<file path="config.mk">
export PLATFORM = sky130hd
export DESIGN_NAME = byte_range_lock_coalescer_top
export DESIGN_NICKNAME = d
export VERILOG_FILES = /design/src/sv/brlc_pkg.sv /design/src/sv/brlc_cell.sv /design/src/sv/brlc_merge.sv /design/src/sv/byte_range_lock_coalescer_top.sv
export SDC_FILE = /design/constraint.sdc
export NUM_CORES = 2
export LEC_CHECK = 0
export BUFFER_PORTS_ARGS = -buffer_cell sky130_fd_sc_hd__buf_4
export CAP_MARGIN = 20
export CORE_MARGIN = 1
export CORE_UTILIZATION = 63
export DETAILED_ROUTE_END_ITERATION = 6
export PLACE_DENSITY = 0.86
export SLEW_MARGIN = 20
export SYNTH_ARGS = -nofsm -noshare
export SYNTH_HDL_FRONTEND = slang
export SYNTH_HIERARCHICAL = 1
export SYNTH_SLANG_ARGS = --single-unit
</file>
<file path="constraint.sdc">
create_clock -name aclk -period 15.01 [get_ports aclk]
set_input_delay 1.501 -clock aclk [delete_from_list [all_inputs] [get_ports aclk]]
set_output_delay 1.501 -clock aclk [all_outputs]
set_load 0.01 [all_outputs]
</file>
<file path="src/sv/brlc_pkg.sv">
`default_nettype none

package brlc_pkg;

    localparam int ADDR_W = 64;
    localparam int CNT_W  = 5;

    localparam logic [ADDR_W-1:0] ALL_ONES = {ADDR_W{1'b1}};
    localparam logic [CNT_W-1:0]  CNT_MAX  = {CNT_W{1'b1}};

    localparam logic OP_INSERT = 1'b0;
    localparam logic OP_CLEAR  = 1'b1;

    localparam logic [1:0] STATUS_OK      = 2'd0;
    localparam logic [1:0] STATUS_INVALID = 2'd1;
    localparam logic [1:0] STATUS_FULL    = 2'd2;

    typedef struct packed {
        logic              op;
        logic [ADDR_W-1:0] lock_offset;
        logic [ADDR_W-1:0] lock_length;
        logic              write_mode;
    } in_word_t;

    typedef struct packed {
        logic [1:0]        status;
        logic [ADDR_W-1:0] merged_offset;
        logic [ADDR_W-1:0] merged_length;
        logic [CNT_W-1:0]  absorbed_count;
        logic              range_grew;
    } out_word_t;

    // One lock table entry; end_addr is exclusive.
    typedef struct packed {
        logic              valid;
        logic              wr_mode;
        logic [ADDR_W-1:0] start_addr;
        logic [ADDR_W-1:0] end_addr;
    } slot_t;

    typedef struct packed {
        logic shift;
        logic clear;
    } cell_ctrl_t;

    typedef struct packed {
        logic             hit;
        logic             found;
        logic [CNT_W-1:0] count;
    } merge_flags_t;

endpackage

`default_nettype wire

</file>
<file path="src/sv/brlc_cell.sv">
`default_nettype none

// One table slot of the ring. It takes its neighbour's entry on a shift.
module brlc_cell (
    input  wire logic                aclk,
    input  wire logic                aresetn,
    input  wire brlc_pkg::cell_ctrl_t ctrl,
    input  wire brlc_pkg::slot_t     shift_in,
    input  wire logic                load_en,
    input  wire brlc_pkg::slot_t     load_data,
    output brlc_pkg::slot_t          slot_q
);

    logic                        valid_reg, valid_next;
    logic                        mode_reg, mode_next;
    logic [brlc_pkg::ADDR_W-1:0] start_reg, start_next;
    logic [brlc_pkg::ADDR_W-1:0] end_reg, end_next;

    always_comb begin
        valid_next = valid_reg;
        mode_next  = mode_reg;
        start_next = start_reg;
        end_next   = end_reg;
        if (ctrl.clear) begin
            valid_next = 1'b0;
        end else if (ctrl.shift) begin
            valid_next = shift_in.valid;
            mode_next  = shift_in.wr_mode;
            start_next = shift_in.start_addr;
            end_next   = shift_in.end_addr;
        end else if (load_en) begin
            valid_next = 1'b1;
            mode_next  = load_data.wr_mode;
            start_next = load_data.start_addr;
            end_next   = load_data.end_addr;
        end
    end

    always_ff @(posedge aclk) begin
        if (!aresetn) begin
            valid_reg <= 1'b0;
        end else begin
            valid_reg <= valid_next;
        end
        mode_reg  <= mode_next;
        start_reg <= start_next;
        end_reg   <= end_next;
    end

    assign slot_q = '{valid: valid_reg, wr_mode: mode_reg,
                      start_addr: start_reg, end_addr: end_reg};

endmodule

`default_nettype wire

</file>
<file path="src/sv/brlc_merge.sv">
`default_nettype none

// Compare-and-merge unit at the head of the ring. It sees one slot per cycle,
// grows the running range over every same-mode entry that overlaps or abuts it,
// counts the absorbed entries and notes the lowest reusable slot.
module brlc_merge #(
    parameter int TABLE_ENTRIES = 16
) (
    input  wire logic                        aclk,
    input  wire logic                        aresetn,
    input  wire logic                        init,
    input  wire logic                        step,
    input  wire logic [brlc_pkg::ADDR_W-1:0] init_start,
    input  wire logic [brlc_pkg::ADDR_W-1:0] init_end,
    input  wire logic                        init_mode,
    input  wire brlc_pkg::slot_t             head,
    input  wire logic [$clog2(TABLE_ENTRIES)-1:0] head_idx,
    output brlc_pkg::merge_flags_t           flags,
    output logic [brlc_pkg::ADDR_W-1:0]      merged_start,
    output logic [brlc_pkg::ADDR_W-1:0]      merged_end,
    output logic [$clog2(TABLE_ENTRIES)-1:0] free_idx
);

    localparam int IDX_W = $clog2(TABLE_ENTRIES);

    logic [brlc_pkg::ADDR_W-1:0] start_reg, start_next;
    logic [brlc_pkg::ADDR_W-1:0] end_reg, end_next;
    logic                        mode_reg, mode_next;
    logic [brlc_pkg::CNT_W-1:0]  cnt_reg, cnt_next;
    logic                        found_reg, found_next;
    logic [IDX_W-1:0]            free_reg, free_next;
    logic                        hit;

    assign hit = step && head.valid && (head.wr_mode == mode_reg) &&
                 (head.start_addr <= end_reg) && (start_reg <= head.end_addr);

    always_comb begin
        start_next = start_reg;
        end_next   = end_reg;
        mode_next  = mode_reg;
        cnt_next   = cnt_reg;
        found_next = found_reg;
        free_next  = free_reg;
        if (init) begin
            start_next = init_start;
            end_next   = init_end;
            mode_next  = init_mode;
            cnt_next   = '0;
            found_next = 1'b0;
            free_next  = '0;
        end else if (step) begin
            if (hit) begin
                if (head.start_addr < start_reg) begin
                    start_next = head.start_addr;
                end
                if (head.end_addr > end_reg) begin
                    end_next = head.end_addr;
                end
                if (cnt_reg != brlc_pkg::CNT_MAX) begin
                    cnt_next = cnt_reg + 1'b1;
                end
            end
            if (!found_reg && (!head.valid || hit)) begin
                found_next = 1'b1;
                free_next  = head_idx;
            end
        end
    end

    always_ff @(posedge aclk) begin
        if (!aresetn) begin
            cnt_reg   <= '0;
            found_reg <= 1'b0;
        end else begin
            cnt_reg   <= cnt_next;
            found_reg <= found_next;
        end
        start_reg <= start_next;
        end_reg   <= end_next;
        mode_reg  <= mode_next;
        free_reg  <= free_next;
    end

    assign flags        = '{hit: hit, found: found_reg, count: cnt_reg};
    assign merged_start = start_reg;
    assign merged_end   = end_reg;
    assign free_idx     = free_reg;

endmodule

`default_nettype wire

</file>
<file path="src/sv/byte_range_lock_coalescer_top.sv">
// Byte-range lock coalescer for one lock owner. The lock table lives in a ring
// of TABLE_ENTRIES cells; an insert rotates the ring once past a single
// compare-and-merge unit, which absorbs and frees every same-mode entry that
// overlaps or abuts the request, and the merged range is then written to the
// lowest free slot. An insert with a valid range is accepted, has its range
// checked, rotates the ring past the merge unit one slot at a time, and then
// stores the entry if a slot is free and posts the result; only then is the
// next word accepted. Invalid ranges and clear requests skip the rotation. A
// finished result waits in an output register, so the next word is accepted
// while the previous result is still pending. The table is empty after reset
// and needs no clearing pass.

`default_nettype none

module byte_range_lock_coalescer_top #(
    parameter int TABLE_ENTRIES = 16
) (
    input  wire logic                aclk,
    input  wire logic                aresetn,
    input  wire logic                s_valid,
    output logic                     s_ready,
    input  wire brlc_pkg::in_word_t  s_data,
    output logic                     m_valid,
    input  wire logic                m_ready,
    output brlc_pkg::out_word_t      m_data
);

    localparam int IDX_W = $clog2(TABLE_ENTRIES);

    localparam logic [1:0] ST_IDLE = 2'd0;
    localparam logic [1:0] ST_PREP = 2'd1;
    localparam logic [1:0] ST_WALK = 2'd2;
    localparam logic [1:0] ST_DONE = 2'd3;

    logic [1:0]                  state_reg, state_next;
    logic [IDX_W-1:0]            walk_cnt_reg, walk_cnt_next;
    brlc_pkg::in_word_t          in_reg, in_next;
    logic [brlc_pkg::ADDR_W-1:0] req_end_reg, req_end_next;
    logic                        merge_reg, merge_next;
    logic [1:0]                  status_reg, status_next;
    logic                        m_valid_reg, m_valid_next;
    brlc_pkg::out_word_t         m_data_reg, m_data_next;

    // Range check: the end overflows exactly when the 65-bit sum carries out.
    logic [brlc_pkg::ADDR_W:0]   sum;
    logic                        range_bad;
    logic [brlc_pkg::ADDR_W-1:0] req_end;

    assign sum = {1'b0, in_reg.lock_offset} + {1'b0, in_reg.lock_length};
    assign range_bad = (in_reg.lock_length == '0) ||
                       ((in_reg.lock_length != brlc_pkg::ALL_ONES) &&
                        sum[brlc_pkg::ADDR_W]);
    assign req_end = sum[brlc_pkg::ADDR_W] ? brlc_pkg::ALL_ONES
                                           : sum[brlc_pkg::ADDR_W-1:0];

    // The ring of cells. Cell k takes cell k+1 on a shift, and the last cell
    // takes the head entry back from the merge unit, freed if it was absorbed.
    brlc_pkg::slot_t              cell_q [TABLE_ENTRIES];
    brlc_pkg::slot_t              ring_in [TABLE_ENTRIES];
    logic [TABLE_ENTRIES-1:0]     load_en;
    brlc_pkg::slot_t              load_data;
    brlc_pkg::cell_ctrl_t         cell_ctrl;
    brlc_pkg::slot_t              head_back;

    brlc_pkg::merge_flags_t       mflags;
    logic [brlc_pkg::ADDR_W-1:0]  merged_start;
    logic [brlc_pkg::ADDR_W-1:0]  merged_end;
    logic [IDX_W-1:0]             free_idx;
    logic                         merge_init;
    logic                         do_out;
    logic                         do_store;

    assign merge_init = (state_reg == ST_PREP) &&
                        (in_reg.op == brlc_pkg::OP_INSERT) && !range_bad;

    assign cell_ctrl.shift = (state_reg == ST_WALK);
    assign cell_ctrl.clear = (state_reg == ST_PREP) &&
                             (in_reg.op == brlc_pkg::OP_CLEAR);

    always_comb begin
        head_back       = cell_q[0];
        head_back.valid = cell_q[0].valid && !mflags.hit;
    end

    assign load_data = '{valid: 1'b1, wr_mode: in_reg.write_mode,
                         start_addr: merged_start, end_addr: merged_end};

    for (genvar k = 0; k < TABLE_ENTRIES; k++) begin : g_cell
        if (k == TABLE_ENTRIES - 1) begin : g_tail
            assign ring_in[k] = head_back;
        end else begin : g_body
            assign ring_in[k] = cell_q[k+1];
        end

        assign load_en[k] = do_store && (free_idx == IDX_W'(k));

        brlc_cell u_cell (
            .aclk      (aclk),
            .aresetn   (aresetn),
            .ctrl      (cell_ctrl),
            .shift_in  (ring_in[k]),
            .load_en   (load_en[k]),
            .load_data (load_data),
            .slot_q    (cell_q[k])
        );
    end

    brlc_merge #(
        .TABLE_ENTRIES (TABLE_ENTRIES)
    ) u_merge (
        .aclk         (aclk),
        .aresetn      (aresetn),
        .init         (merge_init),
        .step         (state_reg == ST_WALK),
        .init_start   (in_reg.lock_offset),
        .init_end     (req_end),
        .init_mode    (in_reg.write_mode),
        .head         (cell_q[0]),
        .head_idx     (walk_cnt_reg),
        .flags        (mflags),
        .merged_start (merged_start),
        .merged_end   (merged_end),
        .free_idx     (free_idx)
    );

    // The result leaves once the output register is free; the store into the
    // table happens in the same cycle so that it is done exactly once.
    assign do_out   = (state_reg == ST_DONE) && (!m_valid_reg || m_ready);
    assign do_store = do_out && merge_reg && mflags.found;

    always_comb begin
        state_next    = state_reg;
        walk_cnt_next = walk_cnt_reg;
        in_next       = in_reg;
        req_end_next  = req_end_reg;
        merge_next    = merge_reg;
        status_next   = status_reg;
        m_valid_next  = m_valid_reg;
        m_data_next   = m_data_reg;

        if (m_valid_reg && m_ready) begin
            m_valid_next = 1'b0;
        end

        case (state_reg)
            ST_IDLE: begin
                if (s_valid) begin
                    in_next    = s_data;
                    state_next = ST_PREP;
                end
            end
            ST_PREP: begin
                walk_cnt_next = '0;
                req_end_next  = req_end;
                merge_next    = 1'b0;
                status_next   = brlc_pkg::STATUS_OK;
                if (in_reg.op == brlc_pkg::OP_CLEAR) begin
                    state_next = ST_DONE;
                end else if (range_bad) begin
                    status_next = brlc_pkg::STATUS_INVALID;
                    state_next  = ST_DONE;
                end else begin
                    merge_next = 1'b1;
                    state_next = ST_WALK;
                end
            end
            ST_WALK: begin
                walk_cnt_next = walk_cnt_reg + 1'b1;
                if (walk_cnt_reg == IDX_W'(TABLE_ENTRIES - 1)) begin
                    state_next = ST_DONE;
                end
            end
            ST_DONE: begin
                if (do_out) begin
                    m_valid_next = 1'b1;
                    m_data_next  = '0;
                    if (!merge_reg) begin
                        m_data_next.status = status_reg;
                    end else if (!mflags.found) begin
                        m_data_next.status = brlc_pkg::STATUS_FULL;
                    end else begin
                        m_data_next.status        = brlc_pkg::STATUS_OK;
                        m_data_next.merged_offset = merged_start;
                        m_data_next.merged_length =
                            (merged_end == brlc_pkg::ALL_ONES) ? brlc_pkg::ALL_ONES
                                                               : merged_end - merged_start;
                        m_data_next.absorbed_count = mflags.count;
                        m_data_next.range_grew =
                            (merged_start != in_reg.lock_offset) ||
                            (merged_end != req_end_reg);
                    end
                    state_next = ST_IDLE;
                end
            end
            default: begin
                state_next = ST_IDLE;
            end
        endcase
    end

    always_ff @(posedge aclk) begin
        if (!aresetn) begin
            state_reg   <= ST_IDLE;
            m_valid_reg <= 1'b0;
            merge_reg   <= 1'b0;
        end else begin
            state_reg   <= state_next;
            m_valid_reg <= m_valid_next;
            merge_reg   <= merge_next;
        end
        walk_cnt_reg <= walk_cnt_next;
        in_reg       <= in_next;
        req_end_reg  <= req_end_next;
        status_reg   <= status_next;
        m_data_reg   <= m_data_next;
    end

    assign s_ready = (state_reg == ST_IDLE);
    assign m_valid = m_valid_reg;
    assign m_data  = m_data_reg;

endmodule

`default_nettype wire

</file>
==> results.toml <==
[clock_network]
cts.htree.levels = 5
cts_buffers = 278
cts_resized = 0
cts_tree = "done"
path_clk_slew_ps = 60
clock_latency_ps = 950
clockRootBuffer = "clkbuf_16"
cts.hold.buffers_added = 0
clock_path_buffers = 4
post_cts_buffers = 0
cts_sinks = 2558

[timing]
tns_ps = 0
layout_setup_ws_ps = 7940
hold_ws_ps = 504
slew_headroom = 0.105
finalCritPeriodShare = 0.471
skew_ps = 51.4
rsz0062_at_grt = "false"
hold_viol = 0
tightest_slew_ps = 1330
fmax_mhz = 141
min_period_ps = 7070
finalMaxSlewViolations = 0
setup_viol = 0

[critical_path]
rr_startpoint = "in_reg[65]$_DFFE_PP_"
crit_start = "in_reg[65]$_DFFE_PP_"
critPathRequiredTime_ps = 15670
cp.arrival_ps = 7740
crit_path_end_kind = "register"
start_kind = "register"
crit_type = "register to register"
cp_max_fo = 82

[pwr]
p_comb_frac = 0.359
intPower_mw = 19.2
seqPwrFrac = 0.408
cellPowerDensity_nw_per_um2 = 209
p_leak_nw = 50.9
p_sw_mw = 9.96
p_clk_frac = 0.233
vdd_drop_max_v = 0.000162
power_mw = 29.1
swShare = 0.342

[die]
chipWidth_um = 450
core_area_um2 = 198000
fp.dieArea_um2 = 202000
ios = 272
initial_core_util = 0.637
chipHeight_um = 450
rows = 163

[logic_synthesis]
netlist_area_um2 = 126000
synthCells = 7770
synth_fp_nets = 8296
yosys_warnings = 6
syn_area_per_cell_um2 = 16.3

[global_routing]
grtUsageMet1 = 0.463
grt-ovfl-total = 0
grt-busiest-layer = "met2"
grtUsageTotal = 0.378
grt_pass1_vias = 74100
antenna_found_initial = 16
grt_max_degree = 194
grt_pass1_wl_mm = 546
met2_usage = 0.598
grt.met3_usage = 0.0786

[layout]
utilization = 0.703
fin_cells = 11000
stdcell_area_um2 = 139000
drive_gt1_frac = 0.363
synthToLayoutAreaGrowth_pct = 10.3
fin_nets = 8676

[status]
status = "finished clean"

[route]
dr.pass1.iters = 6
postRouteAntennaNets = 0
via_per_inst = 6.78
drc = 0
wl_per_cell_um = 35.2
routed_wl_mm = 388
drt_iter0_drc = 10100
routed-via-count = 74600

[placement]
hpwlAfterDp_mm = 238
place_ws_ps = 8160
dp.cells = 10500
place_congestion = 0.998
place_area_um2 = 131000
portBuffers = 271

[min_path]
worstHoldStart = "g_cell[11].u_cell/valid_reg$_SDFFE_PP0P_"
holdCritPathClass = "register to register"

[run]
max-cap-violations = 0
-- cells in the final DEF (no fill, tap or decap), types with 23 or more instances in the layout --
| cell type | n |
|---|---|
| inv_1 | 299 |
| clkbuf_1 | 50 |
| nor2b_1 | 48 |
| and3_1 | 24 |
| mux2_2 | 863 |
| clkinv_1 | 54 |
| a21o_1 | 125 |
| clkbuf_16 | 286 |
| buf_4 | 461 |
| dfxtp_1 | 30 |
| bufinv_16 | 24 |
| nor2_1 | 178 |
| o21ai_0 | 152 |
| a21oi_1 | 278 |
| xor2_1 | 125 |
| o21a_1 | 28 |
| nor4_1 | 58 |
| nand2_1 | 266 |
| nand3_1 | 49 |
| a31oi_1 | 29 |
| ha_1 | 388 |
| clkinv_2 | 45 |
| xnor2_1 | 112 |
| nand2b_1 | 33 |
| nor3_1 | 52 |
| o21ai_1 | 23 |
| edfxtp_1 | 2528 |
| nand4_1 | 152 |
| mux2_4 | 1264 |
-- final timing paths --
check             depth (start not counted)                                       end  slack (ps)
setup reg to reg                         16         u_merge/merged_start[9]$_DFFE_PP_        7940
hold / removal                            2  g_cell[10].u_cell/valid_reg$_SDFFE_PP0P_         500
setup / recovery                         16         u_merge/merged_start[9]$_DFFE_PP_        7940
hold reg to reg                           2  g_cell[10].u_cell/valid_reg$_SDFFE_PP0P_         500
-- power by group through the flow --
stage               combinational (mW)  sequential [mW]  clock (mW)
floorplan                         7.23             11.9           0
global placement                  9.73             11.8           0
detailed placement                9.98             11.9           0
CTS                               10.2             11.9        6.81
global route                      10.8             12.0        7.04
finish                            10.5             11.9        6.78
-- metal layers --
| layer | up-vias | routed length (um) |
|---|---|---|
| met5 | - | 126 |
| met4 | 20 | 33900 |
| met3 | 1283 | 37000 |
| met2 | 4862 | 180000 |
| met1 | 37700 | 136000 |
| li1 | 30700 | - |
-- layout make-up --
cell class / count / area [um^2]
flip-flops and latches: 2558 / 76500
clock inverters: 140 / 1300
fillers: 11900 / 58900
diodes: 13 / 32.5
clock buffers: 336 / 7340
well taps: 2640 / 3300
repair buffers: 475 / 3720
inverters: 300 / 1130
multi-input cells: 4537 / 46000
-- critical path: stages (launching register included) --
cell and delay, ps:
edfxtp_1 440, ha_1 250, fa_1 420, a21o_1 200, nand4_1 110, a21oi_1 130
o21ai_1 220, o21ai_1 180, a311oi_2 650, a21oi_1 170, nand3b_1 420, a21oi_1 450
nor2b_1 270, and2_4 530, buf_4 860, buf_4 900, mux2_2 420
No activity file was read; power rests on OpenSTA's default activity.
